File: config.mk
export PLATFORM = sky130hd
export DESIGN_NAME = fbpa_front
export DESIGN_NICKNAME = d
export VERILOG_FILES = /design/src/rtl/fbpa_pkg.sv /design/src/rtl/fbpa_front.sv
export SDC_FILE = /design/constraint.sdc
export NUM_CORES = 1
export LEC_CHECK = 0
export BUFFER_PORTS_ARGS = -buffer_cell sky130_fd_sc_hd__buf_2
export CORE_MARGIN = 2
export CORE_UTILIZATION = 47
export DETAILED_ROUTE_END_ITERATION = 6
export MAX_ROUTING_LAYER = met4
export PLACE_DENSITY = 0.91
export REMOVE_ABC_BUFFERS = 1
export SYNTH_ARGS = -nofsm -noshare
export SYNTH_HDL_FRONTEND = slang
export SYNTH_SLANG_ARGS = --single-unit
File: constraint.sdc
create_clock -name vclk -period 6.09
set_input_delay 1.218 -clock vclk [all_inputs]
set_output_delay 1.218 -clock vclk [all_outputs]
set_load 0.02 [all_outputs]
File: src/rtl/fbpa_pkg.sv
// Package for the fixed block pool allocator: widths, codes and payload types.
// Used by every module of the block; depends on nothing.
package fbpa_pkg;

  // Pool depth must be a power of two.
  localparam int MAX_BLOCKS = 1024;
  localparam int IDX_W      = $clog2(MAX_BLOCKS);
  localparam int CNT_W      = $clog2(MAX_BLOCKS + 1);

  localparam int ADDR_W     = 32;
  localparam int BSIZE_W    = 16;
  localparam int LIMIT_W    = 11;
  localparam int USED_W     = 11;
  localparam int PROD_W     = IDX_W + BSIZE_W;

  localparam int PADDR_W    = 4;
  localparam int PDATA_W    = 32;

  localparam int DIV_BITS   = 2;
  localparam int DIV_STEPS  = ADDR_W / DIV_BITS;
  localparam int STEP_W     = $clog2(DIV_STEPS);

  localparam int Q_DEPTH    = 2;
  localparam int QPTR_W     = $clog2(Q_DEPTH);
  localparam int QCNT_W     = $clog2(Q_DEPTH + 1);

  localparam logic [BSIZE_W-1:0] BSIZE_RST = BSIZE_W'(64);
  localparam logic [LIMIT_W-1:0] LIMIT_RST = LIMIT_W'(1024);
  localparam logic [ADDR_W-1:0]  BASE_RST  = '0;

  typedef enum logic [1:0] {
    REG_BLOCK_SIZE   = 2'd0,
    REG_BLOCK_LIMIT  = 2'd1,
    REG_BASE_ADDRESS = 2'd2
  } reg_idx_t;

  typedef enum logic {
    OP_ALLOC = 1'b0,
    OP_FREE  = 1'b1
  } op_t;

  typedef enum logic [2:0] {
    ST_OK        = 3'd0,
    ST_SIZE      = 3'd1,
    ST_EXHAUSTED = 3'd2,
    ST_NULL      = 3'd3,
    ST_UNDERFLOW = 3'd4
  } status_t;

  typedef enum logic [1:0] {
    CMD_ALLOC,
    CMD_SIZE,
    CMD_NULL,
    CMD_FREE
  } cmd_t;

  typedef enum logic [2:0] {
    BS_IDLE,
    BS_ARD,
    BS_AADD,
    BS_DIV,
    BS_DONE
  } bst_t;

  typedef struct packed {
    op_t                opcode;
    logic [ADDR_W-1:0]  request_size;
    logic [ADDR_W-1:0]  free_address;
  } in_t;

  typedef struct packed {
    status_t            status;
    logic [ADDR_W-1:0]  block_address;
    logic [USED_W-1:0]  used_count;
  } out_t;

  typedef struct packed {
    cmd_t               cls;
    logic [ADDR_W-1:0]  diff;
  } qent_t;

  typedef struct packed {
    logic full;
    logic empty;
  } qstat_t;

endpackage

File: src/rtl/fbpa_front.sv
// Front end of the pool allocator: accepts request transactions and classifies them.
// Depends on fbpa_pkg; feeds fbpa_queue.
module fbpa_front (
  input  logic                         in_valid,
  output logic                         in_stall,
  input  fbpa_pkg::in_t                in_data,
  input  logic [fbpa_pkg::BSIZE_W-1:0] block_size,
  input  logic [fbpa_pkg::ADDR_W-1:0]  base_address,
  input  fbpa_pkg::qstat_t             q_stat,
  output logic                         push,
  output fbpa_pkg::qent_t              push_entry
);
  import fbpa_pkg::*;

  assign in_stall = q_stat.full;
  assign push     = in_valid && !q_stat.full;

  always_comb begin
    push_entry.diff = in_data.free_address - base_address;
    unique case (in_data.opcode)
      OP_ALLOC: begin
        push_entry.cls = (in_data.request_size != ADDR_W'(block_size)) ? CMD_SIZE : CMD_ALLOC;
      end
      OP_FREE: begin
        push_entry.cls = (in_data.free_address == '0) ? CMD_NULL : CMD_FREE;
      end
    endcase
  end

endmodule

==> impl_metrics.toml, run 1 <==
[status]
status = "finished, final reports clean"

[routing]
route.detailed.drc = 0
routed_wl_um = 6727
routedWlPerCell_um = 13.29
ant_nets = 0
dr_total_vias = 2777
first_pass_iters = 4
via_per_inst = 5.488
initialDrtViolationCount = 169

[critical_path]
crit_arrival_ps = 3950
critical_path.cell_chain = "buf_2 > inv_1 > ha_1 > fa_1 > nor2b_1 > o2111ai_1 > a211oi_1 > o211ai_1 > nand4_1 > nand3_1 > a31oi_1 > xor2_1 > buf_2"
start_kind = "input port"
cp_common_cell = "buf_2"
max_stage_delay_ps = 510
criticalPathCategory = "input port to primary output"
cp-end-kind = "primary output"
path_max_fanout = 4
slowest_stage = "a211oi_1"
required_ps = 4870

[global_route]
gr-total-overflow = 0
first_global_vias = 2550
grt_max_degree = 9
gr-usage-all-layers_pct = 25.30
grt_pass1_wl_um = 10520
antenna_found_initial = 0

[layout]
seq_cells = 0
drive_above_1_share_pct = 36.78
syn2layout_area_growth_pct = 36.75
nClkBuffers = 0
num_antenna_cells = 0
final_common_cell = "buf_2"
final_cell_mix = "151 x buf_2, 37 x inv_1, 31 x ha_1"
final_nets = 604
finish.utilization_pct = 66.72
ff_latch_area_um2 = 0

[placed_design]
port_buffers = 151
globalplace.congestion = 0.9382
place_hpwl_um = 5990

[synth]
synth_area_um2 = 2125
synth_area_per_cell_um2 = 6.876
synthTopCellsByArea = "ha_1 18%, xor2_1 9.5%, xnor2_1 9.1%"
synth_cell_type_count = 50
yosys_warnings = 0
yosysTopAreaCellShare_pct = 18.26
synth_cells = 309
synth_area_leader_cell = "ha_1"
seq_area_frac_synth_pct = 0

[hold_path]
hold_depth = 2
min_path_type = "input port to primary output"

[sta]
slew_headroom_pct = 66.43
drv_slew = 0
hold-worst-slack_ps = 2670
finalSetupTns_ps = 0
setup_violations = 0
worstMarginPinSlew_ps = 499.0
rsz0062_at_grt = "no"
timing.final.crit_share_pct = 84.92
min_period_ps = 5172
fmax_ghz = 0.1934
final-hold-violation-count = 0

[die]
die_w_um = 71.24
rows = 24
core-area_um2 = 4354
initial_core_util_pct = 48.79
die_y_um = 71.24
io_pins = 152
die_area_um2 = 5074

[power]
ir_worst_vdd_uv = 88.47
p_per_area_nw_per_um2 = 123.8
p_leak_nw = 1.644

[cts]
cts_hold_buf = 0
post_cts_resized = 0
cts_setup_buffers = 0

[run]
maxCapViolations = 0
[worst max-delay path, delay by kind of cell]
kind                       cells  cell delay [ps]
buffers and inverters          3              330
xor gates and xnor gates       1              200
and+or+nand+nor                3              490
AOI/OAI and AO/OA              4             1080
adders and majority gates      2              640
[cells in the mapped netlist (4+ instances only)]
master    n
inv_1    37
nand3_1   4
nand4_1   8
o21a_1    5
ha_1     31
xor2_1   23
nor4_1   13
o21ai_0  12
xnor2_1  22
a21o_2    4
a21oi_1  30
nor2_1   24
a21o_1   15
nor3_1    6
nand2_1  19
nor2b_1   5
[where the power goes]
group          internal, mW  switching, mW
logic                 0.150          0.209
registers                 0              0
clock network             0              0
[path summary, 6_finish.rpt]
path / start / endpoint
worst max-delay path: in_data[0] / push_entry[28]
worst min-delay path: q_stat[1] / in_stall
[through the flow]
stage                     total power [mW]  worst slack, ps  instance area (um2)  std cells
final                               0.3598            918.4                 2905        506
after global routing                0.3893            723.6                 2905        506
after CTS                           0.3580            982.7                 2905        506
after detailed placement            0.3564             1004                 2905        506
after global placement              0.3477             1030                 2905        506
after floorplan                     0.2357             1331                 2085        303
[layer usage]
layer	vias to the layer above	global-route usage [%]	share of wire [%]
li1	1403	-	-
met1	1233	28.85	39
met2	125	47.84	52
met3	16	1.547	6.8
met4	0	6.080	2.3
met5	-	-	0
[kinds of logic (layout without fill, tap and decap cells)]
| group | Yosys count | in the layout | synth area share (%) |
|---|---|---|---|
| AOI/OAI and AO/OA | 95 | 95 | 30.98 |
| xor gates and xnor gates | 45 | 45 | 18.55 |
| adders and majority gates | 32 | 32 | 19.20 |
| buffers and inverters | 43 | 188 | 8.422 |
| and+or+nand+nor | 94 | 94 | 22.85 |
[layout make-up]
cell class	instances	area, um2
multi-input combinational	266	1946
fill	364	1449
timing repair buffer	151	755.7
inverter	37	138.9
tap	52	65.06
No activity file was read; power rests on OpenSTA's default activity.
==> run 2, diff against run 1 <==
Settings changed: CORE_UTILIZATION 47 to 39, PLACE_DENSITY 0.91 to 0.8.
Clock period 6.09 ns to 4.4 ns, I/O delays scaled along.
==> impl_metrics.toml, run 2 (same netlist as run 1, synthesis figures left out) <==
[sta]
fmax_ghz = 0.2345
finalSetupTns_ps = 0
setup_violations = 0
drv_slew = 0
slew_headroom_pct = 67.64
worstMarginPinSlew_ps = 480.9
min_period_ps = 4265
timing.final.crit_share_pct = 96.92
worst_slack_ps = 135.4
final-hold-violation-count = 0
rsz0062_at_grt = "no"
hold-worst-slack_ps = 1994

[layout]
seq_cells = 0
final_cell_mix = "150 x buf_2, 37 x inv_1, 31 x ha_1"
syn2layout_area_growth_pct = 39.99
layout.cells.non_filler = 528
multi_input_area_um2 = 1959
nClkBuffers = 0
num_antenna_cells = 0
nFillCells = 495
final_common_cell = "buf_2"
drive_above_1_share_pct = 37.99
finish.utilization_pct = 57.50
ff_latch_area_um2 = 0
fin_area_um2 = 2974
final_nets = 608

[placed_design]
globalplace.congestion = 0.8740
place_area_um2 = 2950
place_ws_ps = 120.2
port_buffers = 151
place_hpwl_um = 6190
dp.cells = 527

[critical_path]
criticalPathCategory = "input port to primary output"
slowest_stage = "ha_1"
cp_top_family = "compound AO/OA/AOI/OAI gates"
cp_num_buf_inv = 3
path_max_fanout = 4
cp-end-kind = "primary output"
crit_arrival_ps = 3380
cp-startpoint = "in_data[4]"
required_ps = 3520
critical_path.cell_chain = "buf_2 > ha_1 > a21o_1 > a21oi_1 > a211oi_1 > buf_4 > o211ai_1 > nand4_1 > a31o_2 > a21oi_1 > xnor2_1 > buf_2"
start_kind = "input port"
max_stage_delay_ps = 350

[routing]
dr_total_vias = 2753
routed_wl_um = 6889
first_pass_iters = 4
routedWlPerCell_um = 13.05
via_per_inst = 5.214
initialDrtViolationCount = 94
ant_nets = 0
route.detailed.drc = 0

[hold_path]
holdCritStartpoint = "q_stat[1]"
min_path_type = "input port to primary output"

[die]
die_y_um = 77.81
die_area_um2 = 6054
rows = 26
core-area_um2 = 5172
initial_core_util_pct = 41.07
die_w_um = 77.81
io_pins = 152

[global_route]
gr-usage-all-layers_pct = 22.22
first_global_vias = 2646
grt_max_degree = 9
gr-total-overflow = 0
antenna_found_initial = 0
grt_pass1_wl_um = 11160

[power]
p_per_area_nw_per_um2 = 169.4
ir_worst_vdd_uv = 132.0
p_leak_nw = 1.668
total_power_mw = 0.5039

[cts]
cts_hold_buf = 0

[status]
status = "finished, final reports clean"

[run]
maxCapViolations = 0
## run 2: what timing repair did
item | in CTS | in global routing
setup endpoints to repair | 0 | 4
buffers inserted | 0 | 1
resized for setup | 0 | 6
## run 2: final cells by class
type | instances | share of cell area, %
multi-input combinational | 266 | 65.88
tap | 70 | 2.945
timing repair buffer | 155 | 26.50
inverter | 37 | 4.670
## run 2: per-layer routing
metal  vias to the layer above  GRT usage [%]  part of all wire, %
li1                       1410              -                    -
met1                      1216          25.23                   41
met2                       115          42.50                   52
met3                        12         0.6977                  5.2
met4                         0          5.536                  2.3
met5                         -              -                    0
## run 2: worst paths after layout
| path | cells past startpoint | to | slack, ps |
|---|---|---|---|
| setup / recovery | 12 | push_entry[24] | 140 |
| hold / removal | 2 | in_stall | 1990 |
## run 2: power by group
part           internal [mW]  switching (mW)  total [mW]
logic                  0.214           0.290       0.504
registers                  0               0           0
clock network              0               0           0
