**config.mk**
```make
export PLATFORM = sky130hd
export DESIGN_NAME = fbpa_div
export DESIGN_NICKNAME = d
export VERILOG_FILES = /design/src/rtl/fbpa_pkg.sv /design/src/rtl/fbpa_div.sv
export SDC_FILE = /design/constraint.sdc
export NUM_CORES = 1
export LEC_CHECK = 0
export ABC_AREA = 1
export BUFFER_PORTS_ARGS = -buffer_cell sky130_fd_sc_hd__buf_2
export CORE_UTILIZATION = 35
export DETAILED_ROUTE_END_ITERATION = 10
export GPL_TIMING_DRIVEN = 0
export MAX_ROUTING_LAYER = met4
export PLACE_DENSITY = 0.64
export SLEW_MARGIN = 20
export SYNTH_ARGS = -nofsm -noshare
export SYNTH_HDL_FRONTEND = slang
export SYNTH_SLANG_ARGS = --single-unit
```
**constraint.sdc**
```tcl
create_clock -name clk -period 4.8 [get_ports clk]
set_input_delay 1.2 -clock clk [delete_from_list [all_inputs] [get_ports clk]]
set_output_delay 1.2 -clock clk [all_outputs]
set_load 0.02 [all_outputs]
```
**src/rtl/fbpa_pkg.sv**
```systemverilog
// Package for the fixed block pool allocator: widths, codes and payload types.
// Used by every module of the block; depends on nothing.
package fbpa_pkg;

  // Pool depth must be a power of two.
  localparam int MAX_BLOCKS = 1024;
  localparam int IDX_W      = $clog2(MAX_BLOCKS);
  localparam int CNT_W      = $clog2(MAX_BLOCKS + 1);

  localparam int ADDR_W     = 32;
  localparam int BSIZE_W    = 16;
  localparam int LIMIT_W    = 11;
  localparam int USED_W     = 11;
  localparam int PROD_W     = IDX_W + BSIZE_W;

  localparam int PADDR_W    = 4;
  localparam int PDATA_W    = 32;

  localparam int DIV_BITS   = 2;
  localparam int DIV_STEPS  = ADDR_W / DIV_BITS;
  localparam int STEP_W     = $clog2(DIV_STEPS);

  localparam int Q_DEPTH    = 2;
  localparam int QPTR_W     = $clog2(Q_DEPTH);
  localparam int QCNT_W     = $clog2(Q_DEPTH + 1);

  localparam logic [BSIZE_W-1:0] BSIZE_RST = BSIZE_W'(64);
  localparam logic [LIMIT_W-1:0] LIMIT_RST = LIMIT_W'(1024);
  localparam logic [ADDR_W-1:0]  BASE_RST  = '0;

  typedef enum logic [1:0] {
    REG_BLOCK_SIZE   = 2'd0,
    REG_BLOCK_LIMIT  = 2'd1,
    REG_BASE_ADDRESS = 2'd2
  } reg_idx_t;

  typedef enum logic {
    OP_ALLOC = 1'b0,
    OP_FREE  = 1'b1
  } op_t;

  typedef enum logic [2:0] {
    ST_OK        = 3'd0,
    ST_SIZE      = 3'd1,
    ST_EXHAUSTED = 3'd2,
    ST_NULL      = 3'd3,
    ST_UNDERFLOW = 3'd4
  } status_t;

  typedef enum logic [1:0] {
    CMD_ALLOC,
    CMD_SIZE,
    CMD_NULL,
    CMD_FREE
  } cmd_t;

  typedef enum logic [2:0] {
    BS_IDLE,
    BS_ARD,
    BS_AADD,
    BS_DIV,
    BS_DONE
  } bst_t;

  typedef struct packed {
    op_t                opcode;
    logic [ADDR_W-1:0]  request_size;
    logic [ADDR_W-1:0]  free_address;
  } in_t;

  typedef struct packed {
    status_t            status;
    logic [ADDR_W-1:0]  block_address;
    logic [USED_W-1:0]  used_count;
  } out_t;

  typedef struct packed {
    cmd_t               cls;
    logic [ADDR_W-1:0]  diff;
  } qent_t;

  typedef struct packed {
    logic full;
    logic empty;
  } qstat_t;

endpackage

```
**src/rtl/fbpa_div.sv**
```systemverilog
// Iterative restoring divider of the pool allocator, two quotient bits per cycle.
// Depends on fbpa_pkg; used by fbpa_back to turn a freed address into a block index.
module fbpa_div (
  input  logic                         clk,
  input  logic                         rst_n,
  input  logic                         start,
  input  logic [fbpa_pkg::ADDR_W-1:0]  dividend,
  input  logic [fbpa_pkg::BSIZE_W-1:0] divisor,
  output logic                         done,
  output logic [fbpa_pkg::IDX_W-1:0]   quotient
);
  import fbpa_pkg::*;

  logic                busy_r;
  logic                done_r;
  logic [STEP_W-1:0]   step_r;
  logic [BSIZE_W-1:0]  divisor_r;
  logic [BSIZE_W-1:0]  rem_r;
  logic [ADDR_W-1:0]   dq_r;
  logic [BSIZE_W-1:0]  rem_w;
  logic [ADDR_W-1:0]   dq_w;
  logic [BSIZE_W:0]    trial;
  logic                qbit;

  assign done     = done_r;
  assign quotient = dq_r[IDX_W-1:0];

  always_comb begin
    rem_w = rem_r;
    dq_w  = dq_r;
    trial = '0;
    qbit  = 1'b0;
    for (int k = 0; k < DIV_BITS; k++) begin
      trial = {rem_w, dq_w[ADDR_W-1]};
      qbit  = (trial >= {1'b0, divisor_r});
      if (qbit) begin
        trial = trial - {1'b0, divisor_r};
      end
      rem_w = trial[BSIZE_W-1:0];
      dq_w  = {dq_w[ADDR_W-2:0], qbit};
    end
  end

  always_ff @(posedge clk) begin
    if (!rst_n) begin
      busy_r <= 1'b0;
      done_r <= 1'b0;
      step_r <= '0;
    end else begin
      done_r <= 1'b0;
      if (start) begin
        busy_r <= 1'b1;
        step_r <= '0;
      end else if (busy_r) begin
        step_r <= step_r + STEP_W'(1);
        if (step_r == STEP_W'(DIV_STEPS - 1)) begin
          busy_r <= 1'b0;
          done_r <= 1'b1;
        end
      end
    end
  end

  always_ff @(posedge clk) begin
    if (start) begin
      divisor_r <= divisor;
      rem_r     <= '0;
      dq_r      <= dividend;
    end else if (busy_r) begin
      rem_r <= rem_w;
      dq_r  <= dq_w;
    end
  end

endmodule

```
==> metrics.md <==
| Metric | Value |
|---|---|
| Final WL | `11.81 mm` |
| Layout cells sized above 1 | `16.49%` |
| Status | `finished, final reports clean` |
| Pwr per Cell Area | `663.7 nW/um2` |
| FFs w/ async S/R, synth | `0%` |
| Syn Nets | `755` |
| NetSw | `1.771 mW` |
| Ratio of final minimum period to clock period | `88.90%` |
| Combinational share of power | `62.3%` |
| Row count | `43` |
| Mapped Cells | `669` |
| TritonCTS clock tree | `yes` |
| CTS max path bufs | `2` |
| FF-to-FF End | `dq_r[0]$_DFFE_PP_` |
| Port bufs | `61` |
| Initial Utilization | `35.94%` |
| Number of synthesized flops with an enable pin | `48` |
| Met1 Track Usage GR | `22.54%` |
| Resized cells post-CTS | `0` |
| Post-CTS Hold Buffers | `0` |
| Switching share of power | `45.98%` |
| Post-route ant nets | `0` |
| Grt total ovfl | `0` |
| Mapped Area | `4989 um2` |
| R2R Path Start | `divisor_r[1]$_DFFE_PP_` |
| Setup CP Type | `reg2reg` |
| R2R setup slack | `0.53 ns` |
| Vias in the first global route | `4,238` |
| Proportion of power drawn by the clock network | `16.5%` |
| Buffers & Inverters on Critical Path | `5` |
| Residual DRC count | `0` |
| Leak Pwr | `3.048 nW` |
| Utilization after layout | `41.81%` |
| Syn Area/Cell | `7.457 um2` |
| Final instance area | `5803 um2` |
| Crit path cell chain | `inv_1 > ha_1 > nand2_1 > nor2_1 > nand2_1 > nand3_2 > nand2_2 > nand2_4 > nand2_4 > nand2_4 > buf_6 > o21ai_1 > inv_1 > ha_1 > a21oi_1 > o21ai_0 > inv_1 > nand2_1 > nand4_1 > nand2_1 > nand2_1 > buf_2 > a31oi_1` |
| # Post-CTS Setup Buffers | `0` |
| Hold Path Depth | `2` |
| Prevailing post-synth register cell | `edfxtp_1` |
| Area fraction of the dominant cell type after synthesis | `28.89%` |
| Cell-internal power | `2.081 mW` |
| DRT iter0 DRCs | `233` |
| CP startpoint kind | `flop` |
| Hold endpoint | `rem_r[9]$_SDFFE_PP0P_` |
| Reg2Reg Depth | `23` |
| FF+latch count, synth | `70` |
| Crit-path leading delay family | `simple AND/OR/NAND/NOR gates` |
| Post-synthesis sequential area ratio | `37.72%` |
| Synth area leader | `edfxtp_1` |
| Cell repeated most along the worst path | `nand2_1` |
| Grt met2 use | `28.98%` |
| Routed vias | `4,259` |
| Yosys warnings | `0` |
| Final Hold Viols | `0` |
| First-pass GRT wire length | `20.04 mm` |
| Main area contributors after synthesis | `edfxtp_1 29%, nand2_1 19%, dfxtp_1 8.8%, ha_1 8.3%, inv_1 5.9%` |
| Global routing's busiest layer | `met2` |
| Avg WL per Cell | `12.76 um` |
| F_max | `0.2343 GHz` |
| H-Tree Level Count | `3` |
| Die X-Extent | `121.4 um` |
| Tot GR Track Use | `17.90%` |
| Worst min path class | `reg2reg` |
| Die footprint | `14,730 um2` |
| Layout fillers | `1,488` |
| DIE HEIGHT | `121.4 um` |
| Max Cap Viol | `0` |
| Number of antenna repair diodes | `0` |
| Core box area | `13,880 um2` |
| Endpoint class of the critical path | `flop` |
| DPL Wire Length | `9.464 mm` |
| Worst-path clk slew | `0.06 ns` |
| DRT Pass-1 Iters | `4` |
| P&R area growth vs syn | `16.33%` |
| NumNets Final | `827` |
| Slew @ Worst Pin | `0.7096 ns` |
| Slowest stage delay, CP | `0.38 ns` |
| Initial antenna violation count | `0` |
| Setup_tns | `0 ns` |
| CP max FO | `10` |
| Critical path depth | `23` |
| Count leader, synth | `nand2_1` |
| Maximum VDD drop | `0.2985 mV` |
| Netlist cell types | `38` |
| Final GP Congestion | `0.9165` |
| Max_slew headroom | `52.52%` |
| # setup viols final | `0` |
| Clk sinks | `70` |
| Setup crit start | `divisor_r[1]$_DFFE_PP_` |
| Final Critical Period | `4.267 ns` |
| Seq pwr share | `21.2%` |
| Worst path required time | `4.87 ns` |
| Total CTS buffers | `9` |
| Slew Viols, Final | `0` |
| Vias per inst | `4.599` |
| GR Layer Usage met3 | `3.336%` |
| Cell area after placement | `5519 um2` |
| RSZ-0062 raised after global routing | `false` |
| Worst Skew | `0.007007 ns` |
| Min-delay src | `rem_r[9]$_SDFFE_PP0P_` |
| CTS root buffer | `clkbuf_16` |
| Worst-Skew Late Latency | `0.33 ns` |
| Largest net degree at the start of global routing | `33` |
| Top post-synthesis cells by count | `258 x nand2_1, 79 x inv_1, 48 x edfxtp_1` |
| Slowest cell on the critical path | `buf_2` |
| Data arrival time of the critical path | `4.34 ns` |
| Num ports | `62` |
## how the worst max path moves through the flow
stage	slack, ns	end
finish	0.53	dq_r[0]$_DFFE_PP_
global route	0.15	rem_r[3]$_SDFFE_PP0P_
CTS	0.55	dq_r[0]$_DFFE_PP_
detailed placement	0.58	dq_r[0]$_DFFE_PP_
global placement	0.59	dq_r[0]$_DFFE_PP_
floorplan	1.33	dq_r[0]$_DFFE_PP_
## power by group through the flow
stage          logic (mW)  clock network [mW]  registers, mW
6_report             2.40               0.637          0.816
3_3_place_gp         2.36                   0          0.826
2_1_floorplan        1.91                   0          0.805
3_5_place_dp         2.36                   0          0.827
5_1_grt              2.71               0.673          0.825
4_1_cts              2.38               0.650          0.816
## tightest hold or removal path, cell delays in order, from the launching register on
cell and delay (ns):
dfxtp_1 0.32, nand2_1 0.06, nand2_1 0.04
## area by class of cell
type | count | area [um2] | area share, %
plain buffers | 25 | 171.4 | 2.954
clock buffers | 11 | 232.7 | 4.010
clock inverters | 5 | 51.30 | 0.8840
inverters | 85 | 319.1 | 5.498
multi-input cells | 489 | 2616 | 45.08
flip-flops and latches | 70 | 1882 | 32.43
well taps | 180 | 225.2 | 3.881
repair buffers | 61 | 305.3 | 5.261
## cell usage in the layout, fill, tap and decap left out, types with 7 or more instances in the layout
cell,instances
dfxtp_1,22
nor2_1,32
ha_1,33
xnor2_1,14
inv_1,78
clkbuf_1,12
inv_2,7
o21ai_0,13
buf_2,62
nand3_1,44
a21oi_1,28
buf_4,10
edfxtp_1,48
nand3_2,12
clkbuf_16,9
nand2_1,258
o21ai_1,12
## state kept, by name, summed over array words and instances, names as in the netlist
signal,count
rem_r,16
dq_r,32
busy_r,1
done,1
step_r,4
divisor_r,16
## per-stage QoR
step | power [mW] | hold WS (ns) | cells | setup slack (ns)
floorplan | 2.718 | 0.4449 | 669 | 1.330
global placement | 3.185 | 0.4610 | 910 | 0.5923
detailed placement | 3.192 | 0.4647 | 910 | 0.5808
CTS | 3.845 | 0.4733 | 926 | 0.5542
global route | 4.204 | 0.4893 | 926 | 0.1550
finish | 3.852 | 0.4691 | 926 | 0.5327
## layer usage
metal | vias to the layer above | share of wire, %
met5 | - | 0
met3 | 13 | 4.4
met4 | 0 | 1.6
met2 | 89 | 47
met1 | 1875 | 47
li1 | 2282 | -
## cell families after synthesis
group	after synthesis	synth area share, %
adders and majority gates	35	9.080
and+or+nand+nor	372	32.98
DFF	70	37.72
buffers and inverters	110	9.832
xor gates and xnor gates	20	3.511
AOI/OAI and AO/OA	62	6.872
No activity file was read; power rests on OpenSTA's default activity.
