$ cat config.mk
export PLATFORM = sky130hd
export DESIGN_NAME = fbpa_queue
export DESIGN_NICKNAME = d
export VERILOG_FILES = /design/src/rtl/fbpa_pkg.sv /design/src/rtl/fbpa_queue.sv
export SDC_FILE = /design/constraint.sdc
export NUM_CORES = 1
export LEC_CHECK = 0
export ABC_AREA = 1
export BUFFER_PORTS_ARGS = -buffer_cell sky130_fd_sc_hd__buf_2
export CAP_MARGIN = 20
export CORE_MARGIN = 5
export CORE_UTILIZATION = 55
export CTS_CLUSTER_DIAMETER = 200
export CTS_CLUSTER_SIZE = 12
export DETAILED_ROUTE_END_ITERATION = 10
export PLACE_DENSITY = 0.83
export SLEW_MARGIN = 20
export SYNTH_ARGS = -nofsm -noshare
export SYNTH_HDL_FRONTEND = slang
export SYNTH_SLANG_ARGS = --single-unit
$ cat constraint.sdc
create_clock -name clk -period 7.7 [get_ports clk]
set_input_delay 1.54 -clock clk [delete_from_list [all_inputs] [get_ports clk]]
set_output_delay 1.54 -clock clk [all_outputs]
set_load 0.005 [all_outputs]
$ cat src/rtl/fbpa_pkg.sv
// Package for the fixed block pool allocator: widths, codes and payload types.
// Used by every module of the block; depends on nothing.
package fbpa_pkg;

  // Pool depth must be a power of two.
  localparam int MAX_BLOCKS = 1024;
  localparam int IDX_W      = $clog2(MAX_BLOCKS);
  localparam int CNT_W      = $clog2(MAX_BLOCKS + 1);

  localparam int ADDR_W     = 32;
  localparam int BSIZE_W    = 16;
  localparam int LIMIT_W    = 11;
  localparam int USED_W     = 11;
  localparam int PROD_W     = IDX_W + BSIZE_W;

  localparam int PADDR_W    = 4;
  localparam int PDATA_W    = 32;

  localparam int DIV_BITS   = 2;
  localparam int DIV_STEPS  = ADDR_W / DIV_BITS;
  localparam int STEP_W     = $clog2(DIV_STEPS);

  localparam int Q_DEPTH    = 2;
  localparam int QPTR_W     = $clog2(Q_DEPTH);
  localparam int QCNT_W     = $clog2(Q_DEPTH + 1);

  localparam logic [BSIZE_W-1:0] BSIZE_RST = BSIZE_W'(64);
  localparam logic [LIMIT_W-1:0] LIMIT_RST = LIMIT_W'(1024);
  localparam logic [ADDR_W-1:0]  BASE_RST  = '0;

  typedef enum logic [1:0] {
    REG_BLOCK_SIZE   = 2'd0,
    REG_BLOCK_LIMIT  = 2'd1,
    REG_BASE_ADDRESS = 2'd2
  } reg_idx_t;

  typedef enum logic {
    OP_ALLOC = 1'b0,
    OP_FREE  = 1'b1
  } op_t;

  typedef enum logic [2:0] {
    ST_OK        = 3'd0,
    ST_SIZE      = 3'd1,
    ST_EXHAUSTED = 3'd2,
    ST_NULL      = 3'd3,
    ST_UNDERFLOW = 3'd4
  } status_t;

  typedef enum logic [1:0] {
    CMD_ALLOC,
    CMD_SIZE,
    CMD_NULL,
    CMD_FREE
  } cmd_t;

  typedef enum logic [2:0] {
    BS_IDLE,
    BS_ARD,
    BS_AADD,
    BS_DIV,
    BS_DONE
  } bst_t;

  typedef struct packed {
    op_t                opcode;
    logic [ADDR_W-1:0]  request_size;
    logic [ADDR_W-1:0]  free_address;
  } in_t;

  typedef struct packed {
    status_t            status;
    logic [ADDR_W-1:0]  block_address;
    logic [USED_W-1:0]  used_count;
  } out_t;

  typedef struct packed {
    cmd_t               cls;
    logic [ADDR_W-1:0]  diff;
  } qent_t;

  typedef struct packed {
    logic full;
    logic empty;
  } qstat_t;

endpackage

$ cat src/rtl/fbpa_queue.sv
// Short command queue between the front end and the back end of the pool allocator.
// Depends on fbpa_pkg.
module fbpa_queue (
  input  logic              clk,
  input  logic              rst_n,
  input  logic              push,
  input  fbpa_pkg::qent_t   push_entry,
  input  logic              pop,
  output fbpa_pkg::qent_t   head,
  output fbpa_pkg::qstat_t  q_stat
);
  import fbpa_pkg::*;

  qent_t              ent_r [Q_DEPTH];
  logic [QPTR_W-1:0]  wr_ptr_r, wr_ptr_nxt;
  logic [QPTR_W-1:0]  rd_ptr_r, rd_ptr_nxt;
  logic [QCNT_W-1:0]  fill_r, fill_nxt;
  logic               do_push, do_pop;

  assign q_stat.full  = (fill_r == QCNT_W'(Q_DEPTH));
  assign q_stat.empty = (fill_r == '0);
  assign head         = ent_r[rd_ptr_r];
  assign do_push      = push && !q_stat.full;
  assign do_pop       = pop && !q_stat.empty;

  always_comb begin
    wr_ptr_nxt = do_push ? wr_ptr_r + QPTR_W'(1) : wr_ptr_r;
    rd_ptr_nxt = do_pop ? rd_ptr_r + QPTR_W'(1) : rd_ptr_r;
    fill_nxt   = fill_r;
    if (do_push && !do_pop) begin
      fill_nxt = fill_r + QCNT_W'(1);
    end else if (do_pop && !do_push) begin
      fill_nxt = fill_r - QCNT_W'(1);
    end
  end

  always_ff @(posedge clk) begin
    if (!rst_n) begin
      wr_ptr_r <= '0;
      rd_ptr_r <= '0;
      fill_r   <= '0;
    end else begin
      wr_ptr_r <= wr_ptr_nxt;
      rd_ptr_r <= rd_ptr_nxt;
      fill_r   <= fill_nxt;
    end
  end

  always_ff @(posedge clk) begin
    if (do_push) begin
      ent_r[wr_ptr_r] <= push_entry;
    end
  end

endmodule

==> results of run 1 <==
==> report_power, final <==
group	switching, mW	leakage (nW)	internal (mW)
Sequential	0.0273	0.676	0.503
Combinational	0.117	0.619	0.140
Clock	0.125	0.0910	0.145
Total	0.269	1.39	0.789
==> cells by family (layout without fill, tap and decap cells) <==
kind of cell	Yosys count	count (layout)	synth area share
AOI/OAI and AO/OA	4	4	0.00833
adders and majority gates	1	1	0.00438
buffers and inverters	13	98	0.0368
DFF	73	73	0.751
muxes	34	34	0.174
and+or+nand+nor	19	19	0.0263
==> synthesized netlist by cell type <==
cell type	count
o21ai_2	1
buf_12	3
mux2_2	4
dfxtp_1	5
nand2_1	6
o21ai_0	2
ha_1	1
a21oi_1	1
inv_1	9
edfxtp_1	68
buf_6	1
nor2_1	11
nand3_1	1
nand4_1	1
mux2_4	30
==> cells in the final DEF, fill, tap and decap left out <==
master and n:
nand3_1 1, dfxtp_1 4, nand2_1 6, ha_1 1
nor2_4 2, nor2_1 9, inv_1 9, edfxtp_1 68
clkbuf_1 1, mux2_2 4, o21ai_2 1, o21ai_0 2
buf_12 1, nand4_1 1, dfxtp_2 1, mux2_4 30
buf_2 73, clkinv_1 2, bufinv_16 1, clkinv_2 2
clkbuf_8 9, a21oi_1 1
==> critical path: cells and delay by family (launching register included) <==
kind                   cells  cell delay [ps]
muxes                      1              360
buffers and inverters      2              390
DFF                        1              570
==> through the flow <==
step / util / worst slack [ps] / instance area [um2] / cells / power [mW]
floorplan: - / 4230 / 2850 / 144 / 0.721
global placement: 0.641 / 4570 / 3250 / 283 / 0.791
detailed placement: 0.641 / 4530 / 3250 / 283 / 0.801
CTS: 0.675 / 4160 / 3430 / 298 / 1.07
global route: 0.679 / 4430 / 3450 / 299 / 1.11
finish: 0.679 / 4500 / 3450 / 299 / 1.06
==> layer usage <==
| metal | track usage | routed length [um] | up-vias |
|---|---|---|---|
| met5 | 0 | 0 | - |
| met4 | 0.0947 | 75 | 0 |
| met3 | 0.0450 | 348 | 6 |
| met2 | 0.253 | 2430 | 43 |
| met1 | 0.165 | 1710 | 693 |
| li1 | - | - | 698 |
==> final cells by class <==
class	count	area, um2
Clock buffer	10	128
Clock inverter	5	47.5
Fill cell	388	1630
Inverter	9	33.8
Multi-Input combinational cell	58	622
Sequential cell	73	2140
Tap cell	70	87.6
Timing Repair Buffer	74	385
==> state kept, by name, summed over array words and instances, names as in the netlist, named ones only <==
| signal | flops |
|---|---|
| rd_ptr_r | 1 |
| wr_ptr_r | 1 |
| ent_r | 68 |
| fill_r | 2 |
==> how the worst max path moves through the flow <==
stage | start | to
floorplan | push | ent_r[1][0]$_DFFE_PP_
global placement | register | head[12]
detailed placement | register | head[12]
CTS | register | head[12]
global route | register | head[12]
finish | register | head[12]
==> flow_summary_export.csv, run 1 <==
group,metric,value,unit
sta,final-setup-viol-count,0,
route,wl,4560,um
worst_setup_path,critPathSlowestCell,"dfxtp_2",
worst_setup_path,crit_type,"register to output port",
route,drc_errors,0,
sta,fin_tns_setup,0,ps
yosys,synth_top_area_cell,"edfxtp_1",
sta,holdWs,518,ps
worst_setup_path,rr_startpoint,"fill_r[0]$_SDFFE_PN0P_",
cts,clkTransAtPathRegs,60,ps
finish,syn2layout_area_growth,20.8,%
cts,cts.path.max_buffers,2,
power_and_ir_drop,powerDensity,307,nW/um2
floorplan,initial_core_util,0.562,
yosys,syn_nets,183,
floorplan,die-area,6730,um2
global_routing,antenna_found_initial,0,
global_routing,grt_util_all_layers,0.150,
cts,tritoncts,"done",
sta,worst_pin_slew,994,ps
yosys,netlist-cell-type-count,15,
outcome,status,"finished, final reports clean",
placed_design,gp_congestion,0.699,
sta,period_minus_slack,3200,ps
cts,postCtsSetupRepairBufs,0,
worst_setup_path,worstPathCellList,"buf_12, mux2_2, buf_2",
job,maxCapViolations,0,
worst_setup_path,r2r_slack,5960,ps
min_path,hold_depth,2,
worst_setup_path,crit_path_end_kind,"output port",
cts,clk_latency,330,ps
floorplan,rows,26,
cts,clock_sinks,73,
yosys,yosysTopAreaCellShare,0.715,
sta,rsz0062_at_grt,"false",
sta,finalHoldViolCount,0,
power_and_ir_drop,peakVddDrop,0.198,mV
placed_design,port_buffers,73,
sta,final_max_slew_viol_count,0,
power_and_ir_drop,power.leakage,1.39,nW
worst_setup_path,cp.required,6160,ps
min_path,min_from,"rd_ptr_r$_SDFFE_PN0P_",
worst_setup_path,cp_max_fo,24,
worst_setup_path,cp-start-kind,"register",
route,antenna_violating_nets_post_route,0,
sta,post-route-period-util,0.416,
route,drt-vias-per-instance,4.82,
worst_setup_path,slowest_delay,570,ps
yosys,synth_warnings,0,
min_path,hp-class,"register to register",
min_path,min_to,"rd_ptr_r$_SDFFE_PN0P_",
finish,insertedDiodeCount,0,
route,drtIter0Drc,90,
sta,max_clock_freq,312,MHz
floorplan,coreArea,5070,um2
global_routing,grt_max_degree,35,
placed_design,hpwl,3110,um
cts,cts_root_buffer,"clkbuf_8",
sta,finClkSkew,8.76,ps
global_routing,grt_pass1_wl,7190,um
floorplan,die_w,82.0,um
cts,cts-resized-gates,0,
yosys,postSynthAreaPerCell,19.8,um2
route,vias,1440,
yosys,ys_ff_latch,73,
floorplan,die_h,82.0,um
global_routing,grt_pass1_vias,1564,
yosys,syn-cell-area,2850,um2
finish,drive_gt1_frac,0.541,
cts,hold_buffers,0,
yosys,syn_inst,144,
route,routedWlPerCell,15.3,um
worst_setup_path,ff2ff_path_depth,2,
yosys,ys_seq_area_frac,0.751,
cts,cts_buffers,9,
yosys,ys_top_cells_by_area,"edfxtp_1 (72%), mux2_4 (16%), dfxtp_1 (3.5%), buf_12 (2.1%), mux2_2 (1.6%)",
floorplan,pin_count,74,
worst_setup_path,worstPathArrival,1660,ps
cts,htree_levels,3,
worst_setup_path,r2r_end,"ent_r[0][31]$_DFFE_PP_",
finish,nets,264,
route,firstDrtPassIters,4,
sta,timing.slew.headroom,0.336,
global_routing,overflow,0,
(Power assumes the default switching activity.)
==> run 2, diff against run 1 <==
CORE_UTILIZATION = 47   (was 55)
PLACE_DENSITY = 0.75   (was 0.83)
clock period = 2.85 ns   (was 7.7 ns; I/O delays follow)
==> run 2 against run 1 <==
  * Clock power grew to 3.0 times the previous value
  * Combinational power rose to 2.8 times the previous value
  * Via count increased by 0.42%
  * Sequential cell count did not move
  * Power rose to 2.8 times the previous value
==> flow_summary_export.csv, run 2 (same netlist as run 1, synthesis figures left out) <==
group,metric,value,unit
outcome,status,"finished, final reports clean",
route,drt-vias-per-instance,4.73,
worst_setup_path,cp-start-kind,"register",
cts,clkTransAtPathRegs,70,ps
power_and_ir_drop,power.leakage,1.41,nW
finish,layout_common_cells,"buf_2 (73), edfxtp_1 (68), mux2_4 (30)",
route,antenna_violating_nets_post_route,0,
sta,finalHoldViolCount,0,
finish,syn2layout_area_growth,23.3,%
global_routing,grt_pass1_vias,1521,
power_and_ir_drop,switching_share,0.246,
sta,post-route-period-util,0.781,
finish,layout_commonest_cell,"buf_2",
power_and_ir_drop,p_total,2.97,mW
worst_setup_path,ff2ff_path_depth,9,
route,firstDrtPassIters,6,
finish,fin_cells,306,
power_and_ir_drop,powerDensity,845,nW/um2
finish,largest_reg_flops,68,
placed_design,port_buffers,73,
cts,cts-resized-gates,0,
cts,hold_buffers,0,
sta,final-setup-viol-count,0,
sta,holdWs,429,ps
sta,timing.slew.headroom,0.693,
sta,finClkSkew,8.29,ps
cts,tritoncts,"done",
placed_design,placed_cell_area,3320,um2
cts,clock_sinks,73,
floorplan,coreArea,5920,um2
power_and_ir_drop,switchingPower,0.731,mW
power_and_ir_drop,p_comb_frac,0.242,
finish,top_regs,"ent_r (68), fill_r (2)",
power_and_ir_drop,pwr-share-clk,0.275,
finish,top_register,"ent_r",
worst_setup_path,r2r_end,"fill_r[1]$_SDFFE_PN0P_",
floorplan,initial_core_util,0.482,
route,drtIter0Drc,50,
global_routing,overflow,0,
finish,insertedDiodeCount,0,
sta,worst_pin_slew,460,ps
finish,postLayoutCoreUtil,0.594,
power_and_ir_drop,peakVddDrop,0.511,mV
sta,rsz0062_at_grt,"false",
global_routing,grt_pass1_wl,7170,um
cts,clk_latency,330,ps
global_routing,grt_util_all_layers,0.129,
sta,setup_ws,624,ps
global_routing,grt_max_degree,22,
placed_design,gp_congestion,0.728,
worst_setup_path,crit_type,"register to output port",
floorplan,die-area,7730,um2
floorplan,die_h,87.9,um
floorplan,rows,28,
cts,cts_buffers,9,
cts,cts.path.max_buffers,2,
cts,cts_root_buffer,"clkbuf_8",
sta,max_clock_freq,449,MHz
power_and_ir_drop,p_seq_frac,0.482,
finish,final_cell_area,3520,um2
worst_setup_path,worstPathArrival,1660,ps
cts,htree_levels,3,
placed_design,placedCellCount,291,
min_path,hp-class,"input pin to register",
global_routing,antenna_found_initial,0,
sta,period_minus_slack,2230,ps
min_path,min_to,"ent_r[1][19]$_DFFE_PP_",
placed_design,hpwl,3300,um
cts,postCtsSetupRepairBufs,0,
finish,nets,266,
sta,fin_tns_setup,0,ps
worst_setup_path,rr_startpoint,"fill_r[1]$_SDFFE_PN0P_",
route,routedWlPerCell,15.2,um
floorplan,die_w,87.9,um
min_path,min_from,"push_entry[19]",
placed_design,pre_cts_ws,939,ps
floorplan,pin_count,74,
min_path,hold_depth,1,
job,maxCapViolations,0,
worst_setup_path,crit_path_end_kind,"output port",
route,wl,4640,um
worst_setup_path,r2r_slack,1310,ps
finish,drive_gt1_frac,0.545,
power_and_ir_drop,power.internal,2.24,mW
sta,final_max_slew_viol_count,0,
worst_setup_path,cp.required,2280,ps
route,vias,1446,
route,drc_errors,0,
worst_setup_path,cp_max_fo,20,
-- run 2: changes by cell type in the layout (fill, tap and decap cells not counted), sizes merged --
| cell | previous run | this run |
|---|---|---|
| buf | 74 | 76 |
| clkinv | 4 | 2 |
| bufinv | 1 | 2 |
| clkbuf | 10 | 11 |
-- run 2: how the worst max path moves through the flow --
| stage | startpoint | slack [ps] | end |
|---|---|---|---|
| 2_1_floorplan | push | 350 | ent_r[1][0]$_DFFE_PP_ |
| 3_3_place_gp | register | 930 | head[20] |
| 5_1_grt | register | 520 | head[18] |
| 4_1_cts | register | 580 | head[20] |
| 6_report | register | 620 | head[31] |
| 3_5_place_dp | register | 940 | head[20] |
-- run 2: power by group through the flow --
| stage | Combinational [mW] | Sequential [mW] | Clock [mW] |
|---|---|---|---|
| after floorplan | 0.525 | 1.42 | 0 |
| after global placement | 0.724 | 1.45 | 0 |
| after detailed placement | 0.736 | 1.46 | 0 |
| after CTS | 0.738 | 1.44 | 0.837 |
| after global routing | 0.785 | 1.45 | 0.888 |
| final | 0.721 | 1.43 | 0.819 |
-- run 2: critical path, cell delays in order (launching register included) --
cell and delay, ps:
dfxtp_2 620, buf_12 260, mux2_4 320, buf_2 130
-- run 2: area by class of cell --
| cell class | instances | area, um2 |
|---|---|---|
| inverters | 9 | 33.8 |
| clock inverters | 4 | 68.8 |
| multi-input cells | 58 | 622 |
| flip-flops and latches | 73 | 2140 |
| well taps | 75 | 93.8 |
| repair buffers | 76 | 425 |
| fillers | 468 | 2400 |
| clock buffers | 11 | 131 |
-- run 2: layer usage --
metal  up-vias  track usage  part of all wire
met5         -            0                 0
li1        701            -                 -
met1       700        0.144              0.39
met4         0       0.0934             0.019
met3         6       0.0292             0.057
met2        39        0.218              0.53
